## config.mk

```make
export PLATFORM = sky130hd
export DESIGN_NAME = fan_scan_duty_controller
export DESIGN_NICKNAME = d
export VERILOG_FILES = /design/src/hdl/fscd_pkg.sv /design/src/hdl/fscd_div.sv /design/src/hdl/fscd_filter.sv /design/src/hdl/fan_scan_duty_controller.sv
export SDC_FILE = /design/constraint.sdc
export NUM_CORES = 1
export LEC_CHECK = 0
export ABC_CLOCK_PERIOD_IN_PS = 14100
export BUFFER_PORTS_ARGS = -buffer_cell sky130_fd_sc_hd__buf_2
export CORE_MARGIN = 4
export CORE_UTILIZATION = 55
export CTS_CLUSTER_DIAMETER = 40
export DETAILED_ROUTE_END_ITERATION = 16
export GPL_TIMING_DRIVEN = 0
export PLACE_DENSITY = 0.73
export SYNTH_ARGS = -nofsm -noshare
export SYNTH_HDL_FRONTEND = slang
export SYNTH_SLANG_ARGS = --single-unit
```

## constraint.sdc

```tcl
create_clock -name i_clk -period 14.1 [get_ports i_clk]
set_clock_uncertainty 0.2 [all_clocks]
set_input_delay 0.705 -clock i_clk [delete_from_list [all_inputs] [get_ports i_clk]]
set_output_delay 0.705 -clock i_clk [all_outputs]
set_load 0.01 [all_outputs]
```

## src/hdl/fscd_pkg.sv

```systemverilog
// Shared types and constants for the fan scan duty controller.
package fscd_pkg;

    localparam int PWM_PERIOD_COUNTS = 3200;
    localparam int STABLE_REPEATS    = 10;

    localparam int TEMP_W     = 10;
    localparam int OFFSET_W   = 8;
    localparam int POT_W      = 12;
    localparam int RPM_W      = 17;
    localparam int DUTY_W     = 12;
    localparam int SPEED_W    = 7;
    localparam int REPEAT_W   = 4;
    localparam int CFG_DATA_W = 10;
    localparam int CFG_IDX_W  = 2;

    // Bit-serial divider: quotient bits, divisor bits, dividend bits
    localparam int DIV_Q_W   = 12;
    localparam int DIV_D_W   = 20;
    localparam int DIV_N_W   = DIV_Q_W + DIV_D_W;
    localparam int DIV_CNT_W = $clog2(DIV_Q_W + 1);

    // Ratio numerator and denominator width
    localparam int NUM_W = 19;

    localparam logic [POT_W-1:0] POT_STEP_MASK = 12'hFF0;
    localparam int POT_SCALE_NUM  = 100368;
    localparam int POT_SCALE_DEN  = 100000;
    localparam int MANUAL_BASE    = 4096;
    localparam int MANUAL_DEN     = 409600;
    localparam int RAMP_SLOPE     = 99;
    localparam int RAMP_DEN_SCALE = 100;
    localparam int SPEED_NUM_MUL  = 200;
    localparam int SPEED_FULL     = 100;
    localparam int DUTY_FULL      = (PWM_PERIOD_COUNTS * 999) / 1000;

    localparam int CFG_LOW_TEMP_RST  = 50;
    localparam int CFG_HIGH_TEMP_RST = 100;

    typedef enum logic [CFG_IDX_W-1:0] {
        CFG_LOW_TEMP   = 2'd0,
        CFG_HIGH_TEMP  = 2'd1,
        CFG_CAL_OFFSET = 2'd2
    } t_cfg_index;

    typedef struct packed {
        logic signed [TEMP_W-1:0] temperature_reading;
        logic [POT_W-1:0]         pot_average;
        logic                     temp_mode_switch_n;
        logic                     manual_mode_switch_n;
        logic                     temp_display_switch_n;
        logic                     tach_display_switch_n;
        logic [RPM_W-1:0]         tach_rpm;
    } t_scan_item;

    typedef struct packed {
        logic signed [TEMP_W-1:0] stable_temperature;
        logic                     relay_on;
        logic                     duty_update;
        logic [DUTY_W-1:0]        duty_cycle;
        logic [SPEED_W-1:0]       speed_percent;
        logic [RPM_W-1:0]         display_value;
    } t_scan_result;

endpackage

```

## src/hdl/fscd_div.sv

```systemverilog
// Restoring divider that retires one quotient bit per cycle.
module fscd_div import fscd_pkg::*; (
    input  logic               i_clk,
    input  logic               i_rst_n,
    input  logic               i_start,
    input  logic [DIV_N_W-1:0] i_dividend,
    input  logic [DIV_D_W-1:0] i_divisor,
    output logic               o_busy,
    output logic [DIV_Q_W-1:0] o_quotient
);

    logic [DIV_D_W-1:0]   r_rem;
    logic [DIV_Q_W-1:0]   r_quo;
    logic [DIV_D_W-1:0]   r_dsr;
    logic [DIV_CNT_W-1:0] r_cnt;

    logic [DIV_D_W:0] shifted;
    logic [DIV_D_W:0] diff;
    logic             take;

    // The caller must keep the quotient within DIV_Q_W bits, which the block does not check;
    // the upper dividend bits start as the partial remainder and the low bits shift in one per step.
    always_comb begin
        shifted = {r_rem, r_quo[DIV_Q_W-1]};
        diff    = shifted - {1'b0, r_dsr};
        take    = ~diff[DIV_D_W];
    end

    always_ff @(posedge i_clk) begin
        if (!i_rst_n) begin
            r_cnt <= '0;
        end else if (i_start) begin
            r_cnt <= DIV_CNT_W'(DIV_Q_W);
        end else if (r_cnt != '0) begin
            r_cnt <= r_cnt - 1'b1;
        end
    end

    always_ff @(posedge i_clk) begin
        if (i_start) begin
            r_rem <= i_dividend[DIV_N_W-1:DIV_Q_W];
            r_quo <= i_dividend[DIV_Q_W-1:0];
            r_dsr <= i_divisor;
        end else if (r_cnt != '0) begin
            r_rem <= take ? diff[DIV_D_W-1:0] : shifted[DIV_D_W-1:0];
            r_quo <= {r_quo[DIV_Q_W-2:0], take};
        end
    end

    assign o_busy     = (r_cnt != '0);
    assign o_quotient = r_quo;

endmodule

```

## src/hdl/fscd_filter.sv

```systemverilog
// Stability filter: adopts a temperature after it repeats for enough scans.
module fscd_filter import fscd_pkg::*; (
    input  logic                     i_clk,
    input  logic                     i_rst_n,
    input  logic                     i_update,
    input  logic signed [TEMP_W-1:0] i_temp,
    output logic signed [TEMP_W-1:0] o_stable
);

    logic                     r_started;
    logic signed [TEMP_W-1:0] r_last;
    logic signed [TEMP_W-1:0] r_stable;
    logic [REPEAT_W-1:0]      r_count;

    logic signed [TEMP_W-1:0] last_eff;
    logic signed [TEMP_W-1:0] n_stable;
    logic [REPEAT_W-1:0]      cnt_eff;
    logic [REPEAT_W-1:0]      n_count;

    always_comb begin
        // first scan seeds the history with the reading itself
        last_eff = r_started ? r_last : i_temp;
        cnt_eff  = r_started ? r_count : '0;
        n_stable = r_started ? r_stable : i_temp;
        n_count  = (i_temp == last_eff) ? cnt_eff + 1'b1 : '0;
        if (n_count >= REPEAT_W'(STABLE_REPEATS)) begin
            n_stable = i_temp;
            n_count  = '0;
        end
    end

    always_ff @(posedge i_clk) begin
        if (!i_rst_n) begin
            r_started <= 1'b0;
            r_last    <= '0;
            r_stable  <= '0;
            r_count   <= '0;
        end else if (i_update) begin
            r_started <= 1'b1;
            r_last    <= i_temp;
            r_stable  <= n_stable;
            r_count   <= n_count;
        end
    end

    assign o_stable = r_stable;

endmodule

```

## src/hdl/fan_scan_duty_controller.sv

```systemverilog
// Fan scan duty controller top level: sequencer, ratio setup and result register.
//
// One scan item is taken at a time; after acceptance it goes through a filter
// update, a 12-step bit-serial division that scales the pot, a setup step for
// the duty ratio, then a second 12-step division pass in which duty and speed
// are divided side by side on two divider units. The two divider passes set the
// item time, and no new item is accepted until the current result is loaded.
// The result sits in an output register, so the next item is accepted as soon
// as a result is loaded even if it has not been taken.
// Configuration registers are written through i_cfg_we/i_cfg_index/i_cfg_data
// and should only change while no item is in flight.
module fan_scan_duty_controller import fscd_pkg::*; (
    input  logic                  i_clk,
    input  logic                  i_rst_n,
    input  logic                  i_cfg_we,
    input  logic [CFG_IDX_W-1:0]  i_cfg_index,
    input  logic [CFG_DATA_W-1:0] i_cfg_data,
    input  logic                  i_in_valid,
    output logic                  o_in_ready,
    input  t_scan_item            i_in,
    output logic                  o_out_valid,
    input  logic                  i_out_ready,
    output t_scan_result          o_out
);

    typedef enum logic [6:0] {
        S_IDLE  = 7'b0000001,
        S_FILT  = 7'b0000010,
        S_POT   = 7'b0000100,
        S_SETUP = 7'b0001000,
        S_START = 7'b0010000,
        S_WAIT  = 7'b0100000,
        S_DONE  = 7'b1000000
    } t_state;

    t_state r_state;
    t_state n_state;

    logic signed [TEMP_W-1:0]   r_low_temp;
    logic signed [TEMP_W-1:0]   r_high_temp;
    logic signed [OFFSET_W-1:0] r_cal_offset;

    t_scan_item          r_item;
    t_scan_result        r_out;
    logic                r_out_valid;
    logic [POT_W-1:0]    r_pot_scaled;
    logic [NUM_W-1:0]    r_num;
    logic [NUM_W-1:0]    r_den;
    logic                r_on;
    logic                r_clamp;
    logic                r_full;

    logic [NUM_W-1:0]    n_num;
    logic [NUM_W-1:0]    n_den;
    logic                n_on;
    logic                n_clamp;

    logic signed [TEMP_W:0]   sum_temp;
    logic signed [TEMP_W-1:0] cal_temp;
    logic signed [TEMP_W-1:0] stable_temp;
    logic signed [TEMP_W:0]   ramp_range;
    logic signed [TEMP_W:0]   ramp_delta;
    logic signed [TEMP_W:0]   st_wide;
    logic [TEMP_W:0]          st_abs;

    logic                accept_in;
    logic                out_free;
    logic                filt_update;
    logic                div_a_start;
    logic                div_b_start;
    logic [DIV_N_W-1:0]  div_a_dividend;
    logic [DIV_D_W-1:0]  div_a_divisor;
    logic [DIV_N_W-1:0]  div_b_dividend;
    logic [DIV_D_W-1:0]  div_b_divisor;
    logic                div_a_busy;
    logic                div_b_busy;
    logic [DIV_Q_W-1:0]  div_a_quo;
    logic [DIV_Q_W-1:0]  div_b_quo;

    t_scan_result        n_out;

    assign o_in_ready = (r_state == S_IDLE);
    assign accept_in  = i_in_valid && o_in_ready;
    assign out_free   = !r_out_valid || i_out_ready;

    // Configuration registers
    always_ff @(posedge i_clk) begin
        if (!i_rst_n) begin
            r_low_temp   <= TEMP_W'(CFG_LOW_TEMP_RST);
            r_high_temp  <= TEMP_W'(CFG_HIGH_TEMP_RST);
            r_cal_offset <= '0;
        end else if (i_cfg_we) begin
            unique case (t_cfg_index'(i_cfg_index))
                CFG_LOW_TEMP:   r_low_temp   <= i_cfg_data[TEMP_W-1:0];
                CFG_HIGH_TEMP:  r_high_temp  <= i_cfg_data[TEMP_W-1:0];
                CFG_CAL_OFFSET: r_cal_offset <= i_cfg_data[OFFSET_W-1:0];
                default: begin
                end
            endcase
        end
    end

    // Calibrated temperature, saturated to the signed field range
    always_comb begin
        sum_temp = {r_item.temperature_reading[TEMP_W-1], r_item.temperature_reading}
                 + {{(TEMP_W + 1 - OFFSET_W){r_cal_offset[OFFSET_W-1]}}, r_cal_offset};
        if (sum_temp > (TEMP_W + 1)'(2 ** (TEMP_W - 1) - 1)) begin
            cal_temp = {1'b0, {(TEMP_W - 1){1'b1}}};
        end else if (sum_temp < -(TEMP_W + 1)'(2 ** (TEMP_W - 1))) begin
            cal_temp = {1'b1, {(TEMP_W - 1){1'b0}}};
        end else begin
            cal_temp = sum_temp[TEMP_W-1:0];
        end
    end

    assign filt_update = (r_state == S_FILT);

    fscd_filter u_filter (
        .i_clk    (i_clk),
        .i_rst_n  (i_rst_n),
        .i_update (filt_update),
        .i_temp   (cal_temp),
        .o_stable (stable_temp)
    );

    // Divider A scales the pot first, then divides the duty; B divides speed.
    always_comb begin
        div_a_start = (r_state == S_FILT) || (r_state == S_START);
        div_b_start = (r_state == S_START);
        if (r_state == S_FILT) begin
            div_a_dividend = DIV_N_W'(r_item.pot_average & POT_STEP_MASK)
                           * DIV_N_W'(POT_SCALE_NUM);
            div_a_divisor  = DIV_D_W'(POT_SCALE_DEN);
        end else begin
            div_a_dividend = DIV_N_W'(r_num) * DIV_N_W'(PWM_PERIOD_COUNTS);
            div_a_divisor  = DIV_D_W'(r_den);
        end
        div_b_dividend = DIV_N_W'(r_num) * DIV_N_W'(SPEED_NUM_MUL) + DIV_N_W'(r_den);
        div_b_divisor  = {r_den, 1'b0};
    end

    fscd_div u_div_a (
        .i_clk      (i_clk),
        .i_rst_n    (i_rst_n),
        .i_start    (div_a_start),
        .i_dividend (div_a_dividend),
        .i_divisor  (div_a_divisor),
        .o_busy     (div_a_busy),
        .o_quotient (div_a_quo)
    );

    fscd_div u_div_b (
        .i_clk      (i_clk),
        .i_rst_n    (i_rst_n),
        .i_start    (div_b_start),
        .i_dividend (div_b_dividend),
        .i_divisor  (div_b_divisor),
        .o_busy     (div_b_busy),
        .o_quotient (div_b_quo)
    );

    // Ratio setup from the stable temperature or the scaled pot
    always_comb begin
        ramp_range = {r_high_temp[TEMP_W-1], r_high_temp}
                   - {r_low_temp[TEMP_W-1], r_low_temp};
        ramp_delta = {stable_temp[TEMP_W-1], stable_temp}
                   - {r_low_temp[TEMP_W-1], r_low_temp};
        n_num   = '0;
        n_den   = NUM_W'(1);
        n_on    = 1'b0;
        n_clamp = 1'b0;
        if (!r_item.temp_mode_switch_n) begin
            if (stable_temp >= r_low_temp) begin
                if (ramp_range == '0) begin
                    n_on    = 1'b1;
                    n_clamp = 1'b1;
                end else if (!ramp_range[TEMP_W]) begin
                    n_num = NUM_W'(ramp_range[TEMP_W-1:0])
                          + NUM_W'(ramp_delta[TEMP_W-1:0]) * NUM_W'(RAMP_SLOPE);
                    n_den = NUM_W'(ramp_range[TEMP_W-1:0]) * NUM_W'(RAMP_DEN_SCALE);
                    n_on  = 1'b1;
                end
            end
        end else if (!r_item.manual_mode_switch_n) begin
            n_num = NUM_W'(MANUAL_BASE) + NUM_W'(r_pot_scaled) * NUM_W'(RAMP_DEN_SCALE);
            n_den = NUM_W'(MANUAL_DEN);
            n_on  = 1'b1;
        end
    end

    // Result assembly
    always_comb begin
        st_wide = {stable_temp[TEMP_W-1], stable_temp};
        st_abs  = st_wide[TEMP_W] ? (TEMP_W + 1)'(-st_wide) : st_wide;
        n_out.stable_temperature = stable_temp;
        n_out.relay_on           = r_on;
        n_out.duty_update        = r_on;
        if (!r_on) begin
            n_out.duty_cycle    = '0;
            n_out.speed_percent = '0;
        end else if (r_full) begin
            n_out.duty_cycle    = DUTY_W'(DUTY_FULL);
            n_out.speed_percent = SPEED_W'(SPEED_FULL);
        end else begin
            n_out.duty_cycle    = div_a_quo[DUTY_W-1:0];
            n_out.speed_percent = div_b_quo[SPEED_W-1:0];
        end
        if (!r_item.temp_display_switch_n) begin
            n_out.display_value = RPM_W'(st_abs);
        end else if (!r_item.tach_display_switch_n) begin
            n_out.display_value = r_item.tach_rpm;
        end else begin
            n_out.display_value = RPM_W'(n_out.speed_percent);
        end
    end

    // Sequencer
    always_comb begin
        n_state = r_state;
        unique case (r_state)
            S_IDLE:  if (accept_in) n_state = S_FILT;
            S_FILT:  n_state = S_POT;
            S_POT:   if (!div_a_busy) n_state = S_SETUP;
            S_SETUP: n_state = S_START;
            S_START: n_state = S_WAIT;
            S_WAIT:  if (!div_a_busy && !div_b_busy) n_state = S_DONE;
            S_DONE:  if (out_free) n_state = S_IDLE;
            default: n_state = S_IDLE;
        endcase
    end

    always_ff @(posedge i_clk) begin
        if (!i_rst_n) begin
            r_state     <= S_IDLE;
            r_out_valid <= 1'b0;
        end else begin
            r_state <= n_state;
            if (r_state == S_DONE && out_free) begin
                r_out_valid <= 1'b1;
            end else if (i_out_ready) begin
                r_out_valid <= 1'b0;
            end
        end
    end

    always_ff @(posedge i_clk) begin
        if (accept_in) begin
            r_item <= i_in;
        end
        if (r_state == S_POT && !div_a_busy) begin
            r_pot_scaled <= div_a_quo[POT_W-1:0];
        end
        if (r_state == S_SETUP) begin
            r_num   <= n_num;
            r_den   <= n_den;
            r_on    <= n_on;
            r_clamp <= n_clamp;
        end
        if (r_state == S_START) begin
            // saturate at the top of the scale when the ratio reaches one
            r_full <= r_clamp || (r_num >= r_den);
        end
        if (r_state == S_DONE && out_free) begin
            r_out <= n_out;
        end
    end

    assign o_out_valid = r_out_valid;
    assign o_out       = r_out;

endmodule

```

==> results of run 1 <==
## flip-flops by register name, indices dropped and copies added (netlist names), 7 cells and up
name / cells
o_out: 47
u_div_b.o_quotient: 12
u_filter.o_stable: 10
r_low_temp: 10
u_div_b.r_rem: 20
r_pot_scaled: 12
u_div_a.o_quotient: 12
r_state: 7
u_filter.r_last: 10
u_div_a.r_dsr: 17
r_item: 39
u_div_a.r_rem: 20
u_div_b.r_dsr: 17
r_high_temp: 10
r_cal_offset: 8
r_num: 19
r_den: 17
## metal layers
| layer | part of all wire (%) | global-route usage [%] |
|---|---|---|
| met4 | 4.2 | 10.50 |
| met2 | 48 | 44.74 |
| met3 | 5.4 | 3.997 |
| met5 | 0.012 | 0 |
| met1 | 42 | 32.13 |
## final timing paths
check                                                   end  slack [ps]  cells past startpoint
worst max-delay path                    r_num[17]$_DFFE_PP_        6910                     28
worst min-delay path                   r_item[14]$_DFFE_PP_         100                      1
worst max register to register          r_num[17]$_DFFE_PP_        6910                     28
worst min register to register  r_high_temp[7]$_SDFFE_PN0P_         270                      2
## per-stage QoR
step	power (uW)	util [%]	hold slack [ps]	instance area (um^2)	std cells
floorplan	3085	-	226.4	23560	2410
global placement	3508	58.77	256.5	24760	3054
detailed placement	3613	59.05	260.6	24880	3060
CTS	4708	62.46	64.77	26320	3141
global route	5066	62.47	73.65	26320	3141
finish	4699	62.48	100.1	26330	3142
## logic make-up after synthesis
kind of cell	synth area share, %
buffers and inverters	6.245
flip-flops	35.81
multiplexers	3.160
AND/OR/NAND/NOR	12.89
adder cells (fa/ha/maj)	22.37
AO/OA/AOI/OAI	14.28
XOR/XNOR	5.241
## synth_stat cells (5+ instances only)
cell type	number	share of area, %
sky130_fd_sc_hd__a211oi_1	20	0.64
sky130_fd_sc_hd__a21boi_0	25	0.80
sky130_fd_sc_hd__a21o_1	40	1.3
sky130_fd_sc_hd__a21oi_1	113	2.4
sky130_fd_sc_hd__a22oi_1	15	0.48
sky130_fd_sc_hd__a31oi_1	14	0.37
sky130_fd_sc_hd__and2_1	34	0.90
sky130_fd_sc_hd__and3_1	24	0.64
sky130_fd_sc_hd__buf_1	12	0.19
sky130_fd_sc_hd__clkbuf_1	42	0.67
sky130_fd_sc_hd__dfxtp_1	69	5.9
sky130_fd_sc_hd__edfxtp_1	235	30
sky130_fd_sc_hd__fa_1	50	4.2
sky130_fd_sc_hd__ha_1	338	18
sky130_fd_sc_hd__inv_1	323	5.1
sky130_fd_sc_hd__mux2_2	11	0.53
sky130_fd_sc_hd__mux2i_1	62	2.6
sky130_fd_sc_hd__nand2_1	198	3.2
sky130_fd_sc_hd__nand2b_1	26	0.69
sky130_fd_sc_hd__nand3_1	41	0.87
sky130_fd_sc_hd__nand3b_1	8	0.25
sky130_fd_sc_hd__nand4_1	11	0.29
sky130_fd_sc_hd__nor2_1	128	2.0
sky130_fd_sc_hd__nor2b_1	35	0.93
sky130_fd_sc_hd__nor3_1	36	0.76
sky130_fd_sc_hd__nor3b_1	15	0.48
sky130_fd_sc_hd__nor4_1	11	0.29
sky130_fd_sc_hd__o211a_1	5	0.21
sky130_fd_sc_hd__o211ai_1	17	0.54
sky130_fd_sc_hd__o21a_1	35	1.1
sky130_fd_sc_hd__o21ai_0	87	1.8
sky130_fd_sc_hd__o21bai_1	28	0.89
sky130_fd_sc_hd__o221ai_1	5	0.19
sky130_fd_sc_hd__o22ai_1	12	0.32
sky130_fd_sc_hd__o311ai_0	5	0.19
sky130_fd_sc_hd__o31ai_1	11	0.35
sky130_fd_sc_hd__or2_2	15	0.40
sky130_fd_sc_hd__or3_1	15	0.40
sky130_fd_sc_hd__xnor2_1	93	3.5
sky130_fd_sc_hd__xor2_1	48	1.8
## cell type report
| cell class | count | area, um^2 |
|---|---|---|
| inverters | 324 | 1216 |
| fillers | 3361 | 15810 |
| clock buffers | 51 | 1155 |
| repair buffers | 111 | 630.6 |
| multi-input cells | 1722 | 13670 |
| diodes | 1 | 2.502 |
| clock inverters | 30 | 282.8 |
| well taps | 539 | 674.4 |
| flip-flops and latches | 304 | 8438 |
| plain buffers | 60 | 257.7 |
## power by group
| part | internal (uW) | switching [uW] | total [uW] |
|---|---|---|---|
| Clock | 626 | 446 | 1070 |
| Combinational | 992 | 1310 | 2300 |
| Sequential | 1220 | 104 | 1330 |
| Total | 2840 | 1860 | 4700 |
## worst max-delay path, delay by kind of cell, from the launching register on
kind                       cells  cell delay [ps]
adders and majority gates      6             2570
AOI/OAI and AO/OA             11             2370
buffers and inverters          6              560
xor gates and xnor gates       2              420
and+or+nand+nor                3              400
DFF                            1              360
==> Implementation_results.wiki, run 1 <==
{| class="wikitable"
! Metric !! Value
|-
| Combined area of all synthesized cells || 23560 um^2
|-
| Share of the yosys chip area belonging to registers || 35.81%
|-
| Maximum clock frequency || 139.1 MHz
|-
| Most common cell after layout, fill and taps aside || sky130_fd_sc_hd__ha_1
|-
| ANT nets after route || 0
|-
| Leading cell types in the layout, fill and taps excluded || sky130_fd_sc_hd__ha_1, sky130_fd_sc_hd__inv_1, sky130_fd_sc_hd__edfxtp_1
|-
| Maximum number of pins on one net before global-route repair || 38
|-
| Antenna violations before repair || 1
|-
| Initial core utilization || 55.92%
|-
| Clock latency reported for the late side of the worst-skew pair || 580 ps
|-
| Clock buffer count from CTS || 44
|-
| Clk sinks || 304
|-
| Rows || 75
|-
| Sum of negative setup slack || 0 ps
|-
| Total die area || 46210 um^2
|-
| Measured slew at the worst slew-check pin || 1360 ps
|-
| Vias/cell || 5.825
|-
| Setup Crit Path Kind || reg2reg
|-
| Arrival time worst endpoint || 7280 ps
|-
| WL per Instance || 19.23 um
|-
| Routed wire length || 60430 um
|-
| Number of flops mapped to enable cells by yosys || 235
|-
| Worst setup SP type || flop
|-
| Average size of a mapped cell || 9.776 um^2
|-
| Leakage power total || 0.01203 uW
|-
| Final period demand of the worst path || 7190 ps
|-
| Number of H-tree levels || 2
|-
| Vias post-DR || 18300
|-
| Final hold violation count || 0
|-
| Total of warnings raised by yosys || 0
|-
| Number of global-route vias before repair || 18500
|-
| Core area || 42130 um^2
|-
| Count of nets after finishing || 3015
|-
| Critical Path Start || u_filter.o_stable[0]$_SDFFE_PN0P_
|-
| Global routing usage summed across all routing layers || 25.73%
|-
| Distinct cell type count after synthesis || 86
|-
| Die Y || 215.0 um
|-
| Port buffer count || 105
|-
| Gate count of the mapped netlist || 2410
|-
| Setup WS pre-CTS || 6954 ps
|-
| X dimension of the die || 215.0 um
|-
| IR Drop Worst-Case VDD || 0.1697 mV
|-
| Detailed-router iteration count before antenna repair || 5
|-
| Cell seen most often among critical-path stages || sky130_fd_sc_hd__inv_1
|-
| Share of final-layout standard cells stronger than drive strength 1 || 9.377%
|-
| Routability congestion estimate || 0.9567
|-
| Placed wire-length estimate after detailed placement || 47960 um
|-
| Post-CTS sizing || 0
|-
| First-pass GRT wire length || 96130 um
|-
| Critical-path top delay cell || sky130_fd_sc_hd__fa_1
|-
| Post-Synthesis Net Count || 2858
|-
| Final count of negative-setup-slack endpoints || 0
|-
| Post-CTS Setup Bufs || 0
|-
| Cell at the root of the clock tree || sky130_fd_sc_hd__clkbuf_16
|-
| Remaining global-route overflow || 0
|-
| Worst-path clk slew || 60 ps
|-
| Area growth syn-to-layout || 11.73%
|-
| Number of max-slew violations in the final report || 0
|-
| Number of hold-repair buffers added at the cts stage || 0
|-
| MaxCap Viol Count || 0
|-
| Category of the worst setup path capture point || flop
|-
| Setup repair after global routing missed its margin || no
|-
| Stage delay of the slowest cell on the critical path || 560 ps
|-
| Pwr dens || 178.5 nW/um^2
|-
| Run status || complete, no violations
|-
| Beginning of the worst register-to-register path || u_filter.o_stable[0]$_SDFFE_PN0P_
|-
| Worst slew margin relative to its limit || 9.115%
|-
| Hold path startpoint || i_in[14]
|-
| Worst min-delay path category || in2reg
|-
| Detailed router's first-iteration violation count || 1460
|-
| Worst Slack Setup Final || 6910 ps
|-
| Period Utilization, post-route || 50.99%
|-
| Critical path fanouts, max || 5
|-
| Worst path required time || 14190 ps
|-
| Clock buffer depth || 3
|-
| Number of ports placed on the die boundary || 110
|-
| Number of register bits inferred by synthesis || 304
|-
| Most common flop cell mapped by yosys || sky130_fd_sc_hd__edfxtp_1
|-
| Synth async-reset ratio || 0%
|-
| DRC viols || 0
|-
| TritonCTS clock tree || done
|}
Note: power is estimated with default switching activity, not from simulation.
==> run 2, diff against run 1 <==
ABC_CLOCK_PERIOD_IN_PS = 6500   (was 14100)
PLACE_DENSITY = 0.75   (was 0.73)
clock period = 6.5 ns   (was 14.1 ns; I/O delays follow)
==> run 2 against run 1 <==
Effect of this change: design area up 2.6%; critical path type unchanged; global-route usage up 0.76 points; final cell count up 1.8%; flip-flop and latch count unchanged.
==> Implementation_results.wiki, run 2 (synthesized netlist as in run 1, its figures left out) <==
{| class="wikitable"
! Metric !! Value
|-
| Leading cell types in the layout, fill and taps excluded || sky130_fd_sc_hd__ha_1, sky130_fd_sc_hd__inv_1, sky130_fd_sc_hd__edfxtp_1
|-
| CP bufs+invs || 7
|-
| First-pass GRT wire length || 98790 um
|-
| Area growth syn-to-layout || 14.61%
|-
| Placed wire-length estimate after detailed placement || 47320 um
|-
| Period Utilization, post-route || 95.59%
|-
| Number of max-slew violations in the final report || 0
|-
| Sum of negative setup slack || 0 ps
|-
| Cell at the root of the clock tree || sky130_fd_sc_hd__clkbuf_16
|-
| Number of ports placed on the die boundary || 110
|-
| Port buffer count || 105
|-
| Routability congestion estimate || 0.9396
|-
| Most common cell after layout, fill and taps aside || sky130_fd_sc_hd__ha_1
|-
| Critical-path top delay cell || sky130_fd_sc_hd__fa_1
|-
| Maximum number of pins on one net before global-route repair || 38
|-
| Uppermost layer routed || met5
|-
| Number of H-tree levels || 2
|-
| Setup Crit Path Kind || reg2reg
|-
| Worst min-delay path category || in2reg
|-
| Leakage power total || 0.01230 uW
|-
| Final count of negative-setup-slack endpoints || 0
|-
| Initial core utilization || 55.92%
|-
| Final hold violation count || 0
|-
| Core area || 42130 um^2
|-
| Routed wire length || 62240 um
|-
| Setup WS pre-CTS || -588.0 ps
|-
| Vias/cell || 5.844
|-
| Portion of total power attributed to sequential cells || 27.2%
|-
| Clock latency reported for the late side of the worst-skew pair || 580 ps
|-
| Total die area || 46210 um^2
|-
| Net Sw Frac || 39.48%
|-
| Clock group share of total power || 22.3%
|-
| WL per Instance || 19.47 um
|-
| Stage delay of the slowest cell on the critical path || 560 ps
|-
| Critical path fanouts, max || 5
|-
| Fill cells || 3297
|-
| Detailed router's first-iteration violation count || 1269
|-
| Cell seen most often among critical-path stages || sky130_fd_sc_hd__inv_1
|-
| Die Y || 215.0 um
|-
| Rows || 75
|-
| Part of the total power dissipated in combinational logic || 50.4%
|-
| Worst-path clk slew || 60 ps
|-
| Met2 routed WL || 30140 um
|-
| Worst setup SP type || flop
|-
| Detailed-router iteration count before antenna repair || 8
|-
| Max FFs per register || 47
|-
| Arrival time worst endpoint || 6300 ps
|-
| Vias post-DR || 18680
|-
| Clock buffer depth || 3
|-
| Length of routed met3 wiring || 3904 um
|-
| Share of final-layout standard cells stronger than drive strength 1 || 9.936%
|-
| Category of the worst setup path capture point || flop
|-
| X dimension of the die || 215.0 um
|-
| Measured slew at the worst slew-check pin || 1373 ps
|-
| P_int || 6407 uW
|-
| Clock buffer count from CTS || 42
|-
| IR Drop Worst-Case VDD || 0.4417 mV
|-
| Pwr dens || 392.0 nW/um^2
|-
| Cell type group with the largest total delay on the critical path || adder cells
|-
| Clk sinks || 304
|-
| Worst path required time || 6590 ps
|-
| Maximum clock frequency || 160.9 MHz
|-
| Worst Slack Setup Final || 286.5 ps
|-
| Remaining global-route overflow || 0
|-
| DRC viols || 0
|-
| Antenna violations before repair || 3
|-
| ANT nets after route || 0
|-
| Routed length on met1 || 25330 um
|-
| Setup repair after global routing missed its margin || no
|-
| MaxCap Viol Count || 0
|-
| TritonCTS clock tree || done
|-
| Final period demand of the worst path || 6213 ps
|-
| Switching power || 4180 uW
|-
| Count of nets after finishing || 3072
|-
| Number of global-route vias before repair || 18950
|-
| Worst slew margin relative to its limit || 8.275%
|-
| Run status || complete, no violations
|-
| Global routing usage summed across all routing layers || 26.48%
|}
-- run 2: per-layer routing --
metal	global-route usage [%]	vias up
met2	45.49	598
met3	4.449	158
met5	0	-
met1	33.02	8964
met4	11.64	2
li1	-	8962
-- run 2: path summary, 6_finish.rpt --
kind,cells after the start,slack [ps],to,startpoint
setup / recovery,29,290,r_num[15]$_DFFE_PP_,u_filter.o_stable[0]$_SDFFE_PN0P_
hold / removal,3,160,u_filter.r_count[2]$_SDFFE_PN0P_,i_rst_n
setup reg to reg,29,290,r_num[15]$_DFFE_PP_,u_filter.o_stable[0]$_SDFFE_PN0P_
hold reg to reg,2,270,r_high_temp[4]$_SDFFE_PN0P_,r_high_temp[4]$_SDFFE_PN0P_
-- run 2: what timing repair did --
item / CTS / global route
pin swaps: 3 / 7
endpoints found under the hold margin: 69 / 0
resized for setup: 10 / 16
endpoints found under the setup margin: 3 / 8
hold buffers: 53 / 0
setup buffers: 4 / 3
-- run 2: worst min-delay path: stages --
cell                     delay, ps
sky130_fd_sc_hd__buf_2         180
sky130_fd_sc_hd__and3_1        230
sky130_fd_sc_hd__a32o_1        170
-- run 2: layout make-up --
class / count / area (um^2) / share of cell area (%)
Inverter: 324 / 1216 / 4.504
Clock inverter: 28 / 294.0 / 1.089
Multi-Input combinational cell: 1722 / 13770 / 51.01
Buffer: 60 / 256.5 / 0.9498
Antenna cell: 1 / 2.502 / 0.009267
Tap cell: 539 / 674.4 / 2.497
Clock buffer: 49 / 1162 / 4.304
Sequential cell: 304 / 8442 / 31.26
Timing Repair Buffer: 170 / 1182 / 4.378
-- run 2: through the flow --
stage | std cells | total power (uW) | cell area (um^2) | hold WS, ps | utilization (%)
after floorplan | 2410 | 6692 | 23560 | 223.9 | -
after global placement | 3054 | 7628 | 24760 | 254.8 | 58.77
after detailed placement | 3059 | 7800 | 24850 | 264.7 | 58.98
after CTS | 3193 | 10320 | 26900 | 130.4 | 63.85
after global routing | 3197 | 11390 | 27000 | 170.0 | 64.09
final | 3197 | 10590 | 27000 | 161.1 | 64.09
-- run 2: power by group through the flow --
| stage | Combinational, uW | Sequential, uW | Clock, uW |
|---|---|---|---|
| after detailed placement | 4890 | 2910 | 0 |
| after floorplan | 3880 | 2810 | 0 |
| after CTS | 5070 | 2880 | 2370 |
| final | 5340 | 2880 | 2360 |
| after global routing | 6010 | 2910 | 2470 |
| after global placement | 4720 | 2910 | 0 |
